## src/lde_pkg.sv

```systemverilog
package lde_pkg;

  // Field widths
  localparam int SAMPLE_W = 12;
  localparam int POS_W    = 16;
  localparam int SUM_W    = 21;
  localparam int ANGLE_W  = 15;
  localparam int DIST_W   = 20;

  // CORDIC datapath widths: sums scaled by 2^16 plus gain headroom
  localparam int SCALE_SH = 16;
  localparam int CW       = 40;
  localparam int ZW       = 24;
  localparam int ATAN_W   = 20;
  localparam int TABLE_LEN = 24;
  localparam int IDX_W    = 5;

  // Distance multiply split into two halves of x
  localparam int MLO_W    = 20;
  localparam int MHI_W    = 19;
  localparam int KINV_W   = 24;

  localparam logic [SAMPLE_W-1:0]      THRESH_RESET = 12'd2048;
  localparam logic signed [SUM_W-1:0]  SUM_MAX      = 21'sd1048575;
  localparam logic signed [SUM_W-1:0]  SUM_MIN      = -21'sd1048576;
  localparam logic [DIST_W-1:0]        DIST_MAX     = 20'd1048575;
  localparam logic signed [ZW-1:0]     ANGLE_LIM    = 24'sd11520;
  localparam logic signed [ZW-1:0]     DEG180       = 24'sd2949120;
  localparam logic signed [ZW-1:0]     ANGLE_RND    = 24'sd128;
  localparam logic [KINV_W-1:0]        KINV_Q24     = 24'd10188014;

  // Scan-end sums handed from the front to the back
  typedef struct packed {
    logic signed [SUM_W-1:0] sum_x;
    logic signed [SUM_W-1:0] sum_y;
  } lde_sums_t;

  // Saturating accumulate of one position component
  function automatic logic signed [SUM_W-1:0] sat_add(
      input logic signed [SUM_W-1:0] a,
      input logic signed [POS_W-1:0] b);
    logic signed [SUM_W:0] r;
    r = $signed({a[SUM_W-1], a}) + $signed({{(SUM_W+1-POS_W){b[POS_W-1]}}, b});
    if (r > $signed({SUM_MAX[SUM_W-1], SUM_MAX})) begin
      return SUM_MAX;
    end else if (r < $signed({SUM_MIN[SUM_W-1], SUM_MIN})) begin
      return SUM_MIN;
    end else begin
      return r[SUM_W-1:0];
    end
  endfunction

  // atan(2^-i) in degrees, Q14
  function automatic logic [ATAN_W-1:0] atan_q14(input logic [IDX_W-1:0] i);
    logic [ATAN_W-1:0] v;
    unique case (i)
      5'd0:  v = 20'd737280;
      5'd1:  v = 20'd435242;
      5'd2:  v = 20'd229970;
      5'd3:  v = 20'd116736;
      5'd4:  v = 20'd58595;
      5'd5:  v = 20'd29326;
      5'd6:  v = 20'd14667;
      5'd7:  v = 20'd7334;
      5'd8:  v = 20'd3667;
      5'd9:  v = 20'd1833;
      5'd10: v = 20'd917;
      5'd11: v = 20'd458;
      5'd12: v = 20'd229;
      5'd13: v = 20'd115;
      5'd14: v = 20'd57;
      5'd15: v = 20'd29;
      5'd16: v = 20'd14;
      5'd17: v = 20'd7;
      5'd18: v = 20'd4;
      5'd19: v = 20'd2;
      5'd20: v = 20'd1;
      default: v = 20'd0;
    endcase
    return v;
  endfunction

endpackage

```

## src/line_direction_estimator.sv

```systemverilog
// Line direction estimator. Each input item is one light-sensor channel:
// a 12-bit sample and the sensor position (Q2.13). Samples below
// white_threshold add the position to saturating 21-bit sums; the item with
// last_channel set closes the scan and yields one result item: the sum's
// direction in 1/64 degree, its magnitude in unsigned Q7.13 and a found flag (all
// zero for an empty sum). The front accumulator takes one item per cycle
// while full is low. Each closed scan then occupies the CORDIC back end for
// its load, one rotation per cycle, two multiply halves for the gain
// correction and the result write (steps capped at 24). A two-entry queue
// holds closed scans so that the front can keep taking items while the back
// end works; full rises only when both queue entries are waiting. The one-entry
// result register lets the back end finish the next scan before pop.
module line_direction_estimator #(
  parameter int CORDIC_STEPS = 16
) (
  input  logic                                clk,
  input  logic                                rst,
  input  logic                                cfg_valid,
  output logic                                cfg_ready,
  input  logic [lde_pkg::SAMPLE_W-1:0]        cfg_data,
  input  logic                                push,
  output logic                                full,
  input  logic [lde_pkg::SAMPLE_W-1:0]        sample,
  input  logic signed [lde_pkg::POS_W-1:0]    pos_x,
  input  logic signed [lde_pkg::POS_W-1:0]    pos_y,
  input  logic                                last_channel,
  output logic                                empty,
  input  logic                                pop,
  output logic signed [lde_pkg::ANGLE_W-1:0]  angle,
  output logic [lde_pkg::DIST_W-1:0]          distance,
  output logic                                line_found
);

  logic               accept;
  logic               mid_push;
  logic               mid_full;
  logic               mid_valid;
  logic               mid_pop;
  lde_pkg::lde_sums_t mid_in;
  lde_pkg::lde_sums_t mid_out;

  assign cfg_ready = 1'b1;
  assign full      = mid_full;
  assign accept    = push && !mid_full;

  lde_front u_front (
    .clk          (clk),
    .rst          (rst),
    .cfg_valid    (cfg_valid),
    .cfg_data     (cfg_data),
    .accept       (accept),
    .sample       (sample),
    .pos_x        (pos_x),
    .pos_y        (pos_y),
    .last_channel (last_channel),
    .mid_push     (mid_push),
    .mid_data     (mid_in)
  );

  lde_fifo u_fifo (
    .clk       (clk),
    .rst       (rst),
    .push      (mid_push),
    .push_data (mid_in),
    .full      (mid_full),
    .pop       (mid_pop),
    .valid     (mid_valid),
    .pop_data  (mid_out)
  );

  lde_back #(
    .CORDIC_STEPS (CORDIC_STEPS)
  ) u_back (
    .clk        (clk),
    .rst        (rst),
    .mid_valid  (mid_valid),
    .mid_data   (mid_out),
    .mid_pop    (mid_pop),
    .pop        (pop),
    .empty      (empty),
    .angle      (angle),
    .distance   (distance),
    .line_found (line_found)
  );

endmodule

```

## src/lde_front.sv

```systemverilog
module lde_front (
  input  logic                              clk,
  input  logic                              rst,
  input  logic                              cfg_valid,
  input  logic [lde_pkg::SAMPLE_W-1:0]      cfg_data,
  input  logic                              accept,
  input  logic [lde_pkg::SAMPLE_W-1:0]      sample,
  input  logic signed [lde_pkg::POS_W-1:0]  pos_x,
  input  logic signed [lde_pkg::POS_W-1:0]  pos_y,
  input  logic                              last_channel,
  output logic                              mid_push,
  output lde_pkg::lde_sums_t                mid_data
);

  logic [lde_pkg::SAMPLE_W-1:0]     threshold;
  logic signed [lde_pkg::SUM_W-1:0] sum_x;
  logic signed [lde_pkg::SUM_W-1:0] sum_y;
  logic                             white;
  logic signed [lde_pkg::SUM_W-1:0] sum_x_next;
  logic signed [lde_pkg::SUM_W-1:0] sum_y_next;

  // Classify and accumulate
  always_comb begin
    white = sample < threshold;
    if (white) begin
      sum_x_next = lde_pkg::sat_add(sum_x, pos_x);
      sum_y_next = lde_pkg::sat_add(sum_y, pos_y);
    end else begin
      sum_x_next = sum_x;
      sum_y_next = sum_y;
    end
  end

  // Scan end hands the sums to the back
  assign mid_push       = accept && last_channel;
  assign mid_data.sum_x = sum_x_next;
  assign mid_data.sum_y = sum_y_next;

  always_ff @(posedge clk) begin
    if (rst) begin
      threshold <= lde_pkg::THRESH_RESET;
      sum_x     <= '0;
      sum_y     <= '0;
    end else begin
      if (cfg_valid) begin
        threshold <= cfg_data;
      end
      if (accept) begin
        if (last_channel) begin
          sum_x <= '0;
          sum_y <= '0;
        end else begin
          sum_x <= sum_x_next;
          sum_y <= sum_y_next;
        end
      end
    end
  end

endmodule

```

## src/lde_fifo.sv

```systemverilog
module lde_fifo (
  input  logic               clk,
  input  logic               rst,
  input  logic               push,
  input  lde_pkg::lde_sums_t push_data,
  output logic               full,
  input  logic               pop,
  output logic               valid,
  output lde_pkg::lde_sums_t pop_data
);

  // Two scans of slack between front and back
  lde_pkg::lde_sums_t slots [2];
  logic               wr_ptr;
  logic               rd_ptr;
  logic [1:0]         count;
  logic               do_push;
  logic               do_pop;

  assign full     = count == 2'd2;
  assign valid    = count != 2'd0;
  assign pop_data = slots[rd_ptr];
  assign do_push  = push && !full;
  assign do_pop   = pop && valid;

  always_ff @(posedge clk) begin
    if (do_push) begin
      slots[wr_ptr] <= push_data;
    end
  end

  always_ff @(posedge clk) begin
    if (rst) begin
      wr_ptr <= 1'b0;
      rd_ptr <= 1'b0;
      count  <= '0;
    end else begin
      if (do_push) wr_ptr <= !wr_ptr;
      if (do_pop)  rd_ptr <= !rd_ptr;
      if (do_push && !do_pop) begin
        count <= count + 2'd1;
      end else if (do_pop && !do_push) begin
        count <= count - 2'd1;
      end
    end
  end

  a_count_bound: assert property (@(posedge clk) disable iff (rst) count <= 2'd2)
    else $error("scan queue count out of range");
  a_ptr_track: assert property (@(posedge clk) disable iff (rst)
      (count == 2'd0 || count == 2'd2) |-> (wr_ptr == rd_ptr))
    else $error("scan queue pointers disagree with count");
  a_no_drop: assert property (@(posedge clk) disable iff (rst)
      (push && full && !pop) |=> full)
    else $error("scan queue lost fullness on a blocked push");

endmodule

```

## src/lde_back.sv

```systemverilog
module lde_back #(
  parameter int CORDIC_STEPS = 16
) (
  input  logic                                clk,
  input  logic                                rst,
  input  logic                                mid_valid,
  input  lde_pkg::lde_sums_t                  mid_data,
  output logic                                mid_pop,
  input  logic                                pop,
  output logic                                empty,
  output logic signed [lde_pkg::ANGLE_W-1:0]  angle,
  output logic [lde_pkg::DIST_W-1:0]          distance,
  output logic                                line_found
);

  localparam int STEPS_EFF = (CORDIC_STEPS > lde_pkg::TABLE_LEN) ?
                             lde_pkg::TABLE_LEN : CORDIC_STEPS;
  localparam logic [lde_pkg::IDX_W-1:0] LAST_STEP = lde_pkg::IDX_W'(STEPS_EFF - 1);

  localparam logic [2:0] ST_IDLE   = 3'd0;
  localparam logic [2:0] ST_ROT    = 3'd1;
  localparam logic [2:0] ST_MUL_LO = 3'd2;
  localparam logic [2:0] ST_MUL_HI = 3'd3;
  localparam logic [2:0] ST_FIN    = 3'd4;

  localparam int PLO_W = lde_pkg::MLO_W + lde_pkg::KINV_W;
  localparam int PHI_W = lde_pkg::MHI_W + lde_pkg::KINV_W;

  logic [2:0]                         state;
  logic [lde_pkg::IDX_W-1:0]          step;
  logic signed [lde_pkg::CW-1:0]      x;
  logic signed [lde_pkg::CW-1:0]      y;
  logic signed [lde_pkg::ZW-1:0]      z;
  logic                               is_zero;
  logic [PLO_W-1:0]                   p_lo;
  logic [PHI_W-1:0]                   p_hi;
  logic                               out_valid;

  logic signed [lde_pkg::CW-1:0]      sx;
  logic signed [lde_pkg::CW-1:0]      sy;
  logic signed [lde_pkg::CW-1:0]      xs;
  logic signed [lde_pkg::CW-1:0]      ys;
  logic signed [lde_pkg::ZW-1:0]      a_step;
  logic [lde_pkg::CW-2:0]             xc;
  logic [63:0]                        total;
  logic [23:0]                        dist_full;
  logic signed [lde_pkg::ZW-1:0]      ang_full;
  logic signed [lde_pkg::ANGLE_W-1:0] ang_sat;
  logic [lde_pkg::DIST_W-1:0]         dist_sat;
  logic                               out_free;

  // Scale the sums by 2^16
  always_comb begin
    sx = {{(lde_pkg::CW - lde_pkg::SUM_W - lde_pkg::SCALE_SH){mid_data.sum_x[lde_pkg::SUM_W-1]}},
          mid_data.sum_x, {lde_pkg::SCALE_SH{1'b0}}};
    sy = {{(lde_pkg::CW - lde_pkg::SUM_W - lde_pkg::SCALE_SH){mid_data.sum_y[lde_pkg::SUM_W-1]}},
          mid_data.sum_y, {lde_pkg::SCALE_SH{1'b0}}};
  end

  // One rotation step
  always_comb begin
    xs     = x >>> step;
    ys     = y >>> step;
    a_step = signed'({{(lde_pkg::ZW - lde_pkg::ATAN_W){1'b0}}, lde_pkg::atan_q14(step)});
  end

  // Scale correction and final rounding
  always_comb begin
    xc        = x[lde_pkg::CW-1] ? '0 : x[lde_pkg::CW-2:0];
    total     = {1'b0, p_hi, {lde_pkg::MLO_W{1'b0}}} + 64'(p_lo) + (64'd1 << 39);
    dist_full = total[63:40];
    dist_sat  = (dist_full > 24'(lde_pkg::DIST_MAX)) ? lde_pkg::DIST_MAX
                                                      : dist_full[lde_pkg::DIST_W-1:0];
    ang_full  = (z + lde_pkg::ANGLE_RND) >>> 8;
    if (ang_full > lde_pkg::ANGLE_LIM) begin
      ang_sat = lde_pkg::ANGLE_W'(lde_pkg::ANGLE_LIM);
    end else if (ang_full < -lde_pkg::ANGLE_LIM) begin
      ang_sat = lde_pkg::ANGLE_W'(-lde_pkg::ANGLE_LIM);
    end else begin
      ang_sat = ang_full[lde_pkg::ANGLE_W-1:0];
    end
  end

  assign out_free = !out_valid || pop;
  assign mid_pop  = (state == ST_IDLE) && mid_valid;
  assign empty    = !out_valid;

  // Sequencer: load, rotate, two multiply halves, write result
  always_ff @(posedge clk) begin
    if (rst) begin
      state     <= ST_IDLE;
      step      <= '0;
      out_valid <= 1'b0;
    end else begin
      // result register: set by a finished scan, cleared on pop
      if ((state == ST_FIN) && out_free) begin
        out_valid <= 1'b1;
      end else if (pop && out_valid) begin
        out_valid <= 1'b0;
      end
      unique case (state)
        ST_IDLE: begin
          if (mid_valid) begin
            step  <= '0;
            state <= ST_ROT;
          end
        end
        ST_ROT: begin
          step <= step + 1'b1;
          if (step == LAST_STEP) begin
            state <= ST_MUL_LO;
          end
        end
        ST_MUL_LO: state <= ST_MUL_HI;
        ST_MUL_HI: state <= ST_FIN;
        ST_FIN: begin
          if (out_free) begin
            state <= ST_IDLE;
          end
        end
        default: state <= ST_IDLE;
      endcase
    end
  end

  // Datapath registers
  always_ff @(posedge clk) begin
    unique case (state)
      ST_IDLE: begin
        if (mid_valid) begin
          is_zero <= (mid_data.sum_x == '0) && (mid_data.sum_y == '0);
          if (sx[lde_pkg::CW-1]) begin
            x <= -sx;
            y <= -sy;
            z <= sy[lde_pkg::CW-1] ? -lde_pkg::DEG180 : lde_pkg::DEG180;
          end else begin
            x <= sx;
            y <= sy;
            z <= '0;
          end
        end
      end
      ST_ROT: begin
        if (y > 0) begin
          x <= x + ys;
          y <= y - xs;
          z <= z + a_step;
        end else begin
          x <= x - ys;
          y <= y + xs;
          z <= z - a_step;
        end
      end
      ST_MUL_LO: p_lo <= PLO_W'(xc[lde_pkg::MLO_W-1:0]) * PLO_W'(lde_pkg::KINV_Q24);
      ST_MUL_HI: p_hi <= PHI_W'(xc[lde_pkg::CW-2:lde_pkg::MLO_W]) * PHI_W'(lde_pkg::KINV_Q24);
      ST_FIN: begin
        if (out_free) begin
          angle      <= is_zero ? '0 : ang_sat;
          distance   <= is_zero ? '0 : dist_sat;
          line_found <= !is_zero;
        end
      end
      default: ;
    endcase
  end

  a_zero_result: assert property (@(posedge clk) disable iff (rst)
      (out_valid && !line_found) |-> (angle == '0 && distance == '0))
    else $error("empty scan produced a nonzero result");
  a_angle_range: assert property (@(posedge clk) disable iff (rst)
      out_valid |-> (angle <= 15'sd11520 && angle >= -15'sd11520))
    else $error("angle outside clamp range");
  a_step_range: assert property (@(posedge clk) disable iff (rst)
      (state == ST_ROT) |-> (step <= LAST_STEP))
    else $error("rotation step past the last one");
  a_no_pop_busy: assert property (@(posedge clk) disable iff (rst)
      mid_pop |=> (state == ST_ROT))
    else $error("scan taken without starting rotation");

endmodule

```

## config.mk

```make
export PLATFORM = sky130hd
export DESIGN_NAME = line_direction_estimator
export DESIGN_NICKNAME = d
export VERILOG_FILES = /design/src/lde_pkg.sv /design/src/line_direction_estimator.sv /design/src/lde_front.sv /design/src/lde_fifo.sv /design/src/lde_back.sv
export SDC_FILE = /design/constraint.sdc
export NUM_CORES = 2
export LEC_CHECK = 0
export ABC_AREA = 1
export BUFFER_PORTS_ARGS = -buffer_cell sky130_fd_sc_hd__buf_2
export CAP_MARGIN = 30
export CORE_AREA = 2 2 293 295
export DETAILED_ROUTE_END_ITERATION = 12
export DIE_AREA = 0 0 295 297
export GPL_ROUTABILITY_DRIVEN = 0
export GPL_TIMING_DRIVEN = 0
export PLACE_DENSITY = 0.76
export SYNTH_ARGS = -nofsm -noshare
export SYNTH_HDL_FRONTEND = slang
export SYNTH_SLANG_ARGS = --single-unit
```

## constraint.sdc

```tcl
create_clock -name clk -period 7.7 [get_ports clk]
set_clock_uncertainty 0.1 [all_clocks]
set_input_delay 0 -clock clk [delete_from_list [all_inputs] [get_ports clk]]
set_output_delay 0 -clock clk [all_outputs]
set_load 0.01 [all_outputs]
```

### After elaboration in Yosys (flattened, before gate mapping)

Memories as Yosys holds them, arrays and structs flattened. A register that Yosys moved wholly into a read port is not among the register bits.
Index checks and enable logic that the tools add are counted.

* register bits: 293
* bits in writable memories: 84
* logic and storage cells: 132
* output and inout bits: 39
* input port bits: 62
* bits in read-only memories: 640
* memories: 2

Memory list
* (no name shown): depth 32, width 20, rd ports 1, clocked after Yosys merged registers in 1, wr ports 0, line lde_pkg.sv:56 `unique case (i)`
* u_fifo.slots: depth 2, width 42, rd ports 1, clocked after Yosys merged registers in 1, wr ports 1, line lde_fifo.sv:13 `lde_pkg::lde_sums_t slots [2];`

* equal/unequal tests: 9
* $add $sub $neg: 16
* shift-type cells: 2
* multiply operators: 2
* reduce and logical (&&, ||, !) cells: 31
* $lt $le $gt $ge: 9
* multiplexer cells: 41

Operators with widths (count)
* two-way mux 40 bit: 6
* two-way mux 21 bit: 8
* case mux 40 bit (2 select lines): 2
* two-way mux 24 bit: 4
* adder 40 bit: 2
* negation 37 -> 40 bit: 2
* >>> shifter 40 x 5 -> 40 bit: 2
* subtractor 40 bit: 2
* adder 63 x 44 -> 64 bit: 1
* adder 64 x 40 -> 64 bit (second input constant): 1
* case mux 24 bit (2 select lines): 1
* adder 21 x 16 -> 22 bit: 2
* > comparator 22 x 21 -> 1 bit (second input constant): 2
* < comparator 22 x 21 -> 1 bit (second input constant): 2
* multiplier 20 x 23 -> 43 bit (second input constant): 1
* zero test 21 bit: 2
* multiplier 19 x 23 -> 42 bit (second input constant): 1
* > comparator 40 x 1 -> 1 bit (second input constant): 1
* two-way mux 39 bit: 1
* adder 24 x 21 -> 24 bit: 1
* adder 24 x 9 -> 24 bit (second input constant): 1
* > comparator 24 x 20 -> 1 bit (second input constant): 1
* subtractor 24 x 21 -> 24 bit: 1
* two-way mux 20 bit: 1
* 29 further kinds: 62

### Longest topological paths before layout

* word-level depth: 9
* mapped depth: 36
* gate-level depth less buffers: 34

### Modules after synthesis

A second synthesis with hierarchy kept.

* cell total of the unflattened synthesis: 6771
* area total of the unflattened synthesis: 51306.7 µm²

Modules (own cells, without submodules)
* lde_back: seq. area each 6766.5 µm², area each 41877.7 µm², cells each 5656, times used 1
* lde_front: seq. area each 1081.0 µm², area each 5926.9 µm², cells each 943, times used 1
* lde_fifo: seq. area each 2622.5 µm², area each 3480.8 µm², cells each 168, times used 1
* line_direction_estimator: seq. area each 0.0 µm², area each 21.3 µm², cells each 4, times used 1

### Worst setup path after synthesis

Ideal clock, no wire load.

* kind: register to register
* start: reg u_back.x[39] in the netlist's numbering
* end: reg u_back.p_lo[32] (data pin)
* period minus slack after synthesis: 6.667 ns
* setup time: 0.259 ns
* stages on the path, launching flop included: 26
* required time: 7.341 ns
* path buffers: 1
* path slack: 1.033 ns
* data arrival time: 6.308 ns
* cells stage by stage: edfxtp_1 clkbuf_1 nor2_1 inv_1 ha_1 inv_1 ha_1 inv_1 fa_1 inv_1 fa_1 fa_1 fa_1 fa_1 fa_1 ha_1 nand2_1 nor2_1 inv_1 nor2_1 and3_1 a221oi_1 o21ai_0 nand2_1 nand2_1 xor2_1

* cells in the longest elaborated chain, start to end: 2

RTL lines
* from (decl): line lde_back.sv:31 `logic signed [lde_pkg::CW-1:0] x;`
* from (signal assigned): line lde_back.sv:133 `x <= -sx;`
* from (signal assigned): line lde_back.sv:145 `x <= x + ys;`
* from (signal assigned): line lde_back.sv:149 `x <= x - ys;`
* two-way mux 39 bit: line lde_back.sv:69 `xc = x[lde_pkg::CW-1] ? '0 : x[lde_pkg::CW-2:0];`
* multiplier 20 x 23 -> 43 bit: line lde_back.sv:154 `ST_MUL_LO: p_lo <= PLO_W'(xc[lde_pkg::MLO_W-1:0]) * PLO_W'(lde_pkg::KINV_Q24);`
* to (signal assigned): line lde_back.sv:154
* to (decl): line lde_back.sv:35 `logic [PLO_W-1:0] p_lo;`

Every way passes these cells.
A chain may end at the register's enable or synchronous reset.

### Final worst setup path

* start: reg u_back.x[39] in the netlist's numbering
* end: reg u_back.p_lo[42] (data pin)

Same word-level chain as after synthesis.

==> results.sh <==
export IMPL_outcome="completed"
export IMPL_die_height_um=297
export IMPL_dp_hpwl_um=129000
export IMPL_actual_transition_at_the_worst_max_transition_pin_ps=1130
export IMPL_final_worst_path_period_share_pct=97.1
export IMPL_post_synthesis_cell_type_count=62
export IMPL_setup_worst_path_class="reg -> reg"
export IMPL_synthToLayoutAreaGrowth_pct=8.88
export IMPL_antenna_found_initial=3
export IMPL_drv_max_cap_violation_count=0
export IMPL_timing_final_ws_setup_ps=220
export IMPL_slew_headroom_pct=24.7
export IMPL_worstPathArrival_ps=7720
export IMPL_holdPathStages=9
export IMPL_yosys_top_cells_area="sky130_fd_sc_hd__edfxtp_1, sky130_fd_sc_hd__fa_1, sky130_fd_sc_hd__ha_1"
export IMPL_clock_sinks=378
export IMPL_post_route_cells_drive_above_1_share_pct=6.27
export IMPL_first_global_vias=47021
export IMPL_routed_via_count=48104
export IMPL_synth_top_cell_by_area="sky130_fd_sc_hd__edfxtp_1"
export IMPL_synth_commonest_cells="sky130_fd_sc_hd__nand2_1, sky130_fd_sc_hd__inv_1, sky130_fd_sc_hd__ha_1"
export IMPL_period_minus_slack_ps=7480
export IMPL_ys_seq_area_share_pct=20.8
export IMPL_row_count=107
export IMPL_start_util_pct=59.7
export IMPL_max_clock_path_buffers=3
export IMPL_drt_first_iter_violations=5808
export IMPL_post_layout_nonfiller_instances=8119
export IMPL_tritoncts_num_buffers=45
export IMPL_max_clock_freq_mhz=134
export IMPL_synth_area_mm2=0.0504
export IMPL_synthCells=6698
export IMPL_slew_viol_final=0
export IMPL_end_kind="register"
export IMPL_gr_total_overflow=0
export IMPL_grt_max_degree=58
export IMPL_fin_hold_ws_ps=27.2
export IMPL_synth_async_sr_flop_share_pct=0
export IMPL_synthMostInstantiatedCell="sky130_fd_sc_hd__nand2_1"
export IMPL_boundaryPins=101
export IMPL_clk_latency_ps=670
export IMPL_finalSetupViolCount=0
export IMPL_placed_area_mm2=0.0526
export IMPL_dominantRegCellSynth="sky130_fd_sc_hd__edfxtp_1"
export IMPL_ys_seq_elements=378
export IMPL_r2r_cells=25
export IMPL_htreeDepth=2
export IMPL_worstSetupStartpointType="register"
export IMPL_cts_root_buf="sky130_fd_sc_hd__clkbuf_16"
export IMPL_finish_instance_area_mm2=0.0549
export IMPL_clock_pin_transition_on_the_worst_setup_and_hold_timing_paths_ps=60
export IMPL_yosys_warnings=0
export IMPL_antenna_violating_nets_post_route=0
export IMPL_edff_count_synth=290
export IMPL_vias_per_cell=5.92
export IMPL_worst_ep_required_time_ps=7940
export IMPL_dpl_worst_slack_ps=-689
export IMPL_drt_wl_total_um=162000
export IMPL_drc=0
export IMPL_port_buffers=99
export IMPL_floorplan_die_area_mm2=0.0876
export IMPL_cts_tree="yes"
export IMPL_synth_avg_cell_area_um2=7.53
export IMPL_nNetsFinal=7956
export IMPL_final_hold_viol_count=0
export IMPL_core_footprint_mm2=0.0845
export IMPL_drt_pre_antenna_iters=12
export IMPL_grt_setup_unrepaired="yes"
export IMPL_routed_len_inst_um=19.9
export IMPL_dieWidth_um=295
export IMPL_globalRouteTotalUtil_pct=36.5
export IMPL_placedCellCount=7961
export IMPL_first_pass_grt_wire_length_um=250000
export IMPL_yosys_area_top_type_share_pct=17.3
export IMPL_path_max_fanout=10
export IMPL_hp_class="in -> reg"
export IMPL_mappedNetlistNets=7719
## per-stage QoR
stage	util, %	TNS [ps]
6_report	65.0	0
5_1_grt	65.0	-9.48
3_5_place_dp	62.3	-5280
4_1_cts	64.9	0
2_1_floorplan	-	0
3_3_place_gp	62.0	-3750
## sequential cells by signal, indices dropped and copies added, names as in the netlist, 21 cells and up, named ones only
name,flops
u_back.y,40
u_back.z,24
u_back.p_lo,23
u_fifo.slots,84
u_back.p_hi,42
u_back.x,40
u_front.sum_x,21
u_front.sum_y,21
## per-layer routing
layer / wire length, um / track usage, % / up-vias / share of wire, %
li1: - / - / 22500 / -
met1: 61100 / 44.5 / 22141 / 38
met2: 71100 / 57.5 / 2673 / 44
met3: 18100 / 10.8 / 784 / 11
met4: 11100 / 20.9 / 6 / 6.9
met5: 99 / 0 / - / 0.061
## cell type report
cell class	instances	area (um2)
sequential	378	10500
buffer	166	812
tap	1144	1430
clock inverter	21	264
antenna	3	7.51
inverter	1113	4180
fill	7278	29600
clock buffer	63	1220
timing repair buffer	190	1450
multi-input combinational	5041	35100
## layout by cell type (no fill, tap or decap), types with 62 or more instances in the layout
cell,netlist,routed
sky130_fd_sc_hd__inv_1,1094,1092
sky130_fd_sc_hd__dfxtp_1,88,88
sky130_fd_sc_hd__fa_1,391,391
sky130_fd_sc_hd__nor2_1,500,492
sky130_fd_sc_hd__edfxtp_1,290,290
sky130_fd_sc_hd__ha_1,568,566
sky130_fd_sc_hd__buf_2,50,150
sky130_fd_sc_hd__o21ai_1,69,69
sky130_fd_sc_hd__a21oi_1,483,482
sky130_fd_sc_hd__xor2_1,135,135
sky130_fd_sc_hd__clkbuf_1,65,77
sky130_fd_sc_hd__nand3_1,471,471
sky130_fd_sc_hd__o21ai_0,349,349
sky130_fd_sc_hd__nand2_1,1403,1403
sky130_fd_sc_hd__xnor2_1,80,80
sky130_fd_sc_hd__nor3_1,64,62
## worst max-delay path, cell delays in order, from the launching register on
cell and delay (ps):
sky130_fd_sc_hd__edfxtp_1 530, sky130_fd_sc_hd__inv_4 260, sky130_fd_sc_hd__clkbuf_2 310, sky130_fd_sc_hd__nand2_1 150, sky130_fd_sc_hd__inv_1 330, sky130_fd_sc_hd__ha_1 310, sky130_fd_sc_hd__inv_1 120, sky130_fd_sc_hd__fa_1 640
sky130_fd_sc_hd__inv_1 70, sky130_fd_sc_hd__ha_1 300, sky130_fd_sc_hd__fa_1 530, sky130_fd_sc_hd__fa_1 530, sky130_fd_sc_hd__fa_1 590, sky130_fd_sc_hd__inv_1 70, sky130_fd_sc_hd__fa_1 500, sky130_fd_sc_hd__inv_1 40
sky130_fd_sc_hd__ha_1 330, sky130_fd_sc_hd__a21oi_1 130, sky130_fd_sc_hd__inv_1 90, sky130_fd_sc_hd__a21oi_1 130, sky130_fd_sc_hd__o31ai_1 90, sky130_fd_sc_hd__o21ai_0 270, sky130_fd_sc_hd__nand2_1 160, sky130_fd_sc_hd__a21oi_2 270
sky130_fd_sc_hd__o21ai_0 170, sky130_fd_sc_hd__xor2_1 190
## final timing paths
path,startpoint,endpoint,slack (ps)
max,u_back.x[39]$_DFFE_PP_,u_back.p_lo[42]$_DFFE_PN_,220
min,pos_y[2],u_front.sum_y[2]$_SDFFE_PP0P_,30
min reg2reg,u_fifo.rd_ptr$_SDFFE_PP0P_,u_fifo.rd_ptr$_SDFFE_PP0P_,360
max reg2reg,u_back.x[39]$_DFFE_PP_,u_back.p_lo[42]$_DFFE_PN_,220
## what timing repair did
action,4_1_cts,5_1_grt
pin swaps,1,0
hold buffers,61,0
endpoints found under the setup margin,20,18
endpoints found under the hold margin,85,0
resized for setup,12,10
buffers inserted,4,0
## cell families (layout without fill, tap and decap cells)
| family | Yosys count | after routing | share of synthesized area [%] |
|---|---|---|---|
| muxes | 22 | 22 | 0.437 |
| and+or+nand+nor | 2669 | 2669 | 22.6 |
| xor gates and xnor gates | 215 | 215 | 3.73 |
| adders and majority gates | 959 | 959 | 29.6 |
| buffers and inverters | 1279 | 1553 | 9.87 |
| DFF | 378 | 378 | 20.8 |
| AOI/OAI and AO/OA | 1175 | 1175 | 13.0 |
| other | 1 | 4 | 0.00744 |
Power is left out: the tool's default activity adds up to more than one toggle a clock period on the data nets, which glitch-free logic cannot reach.
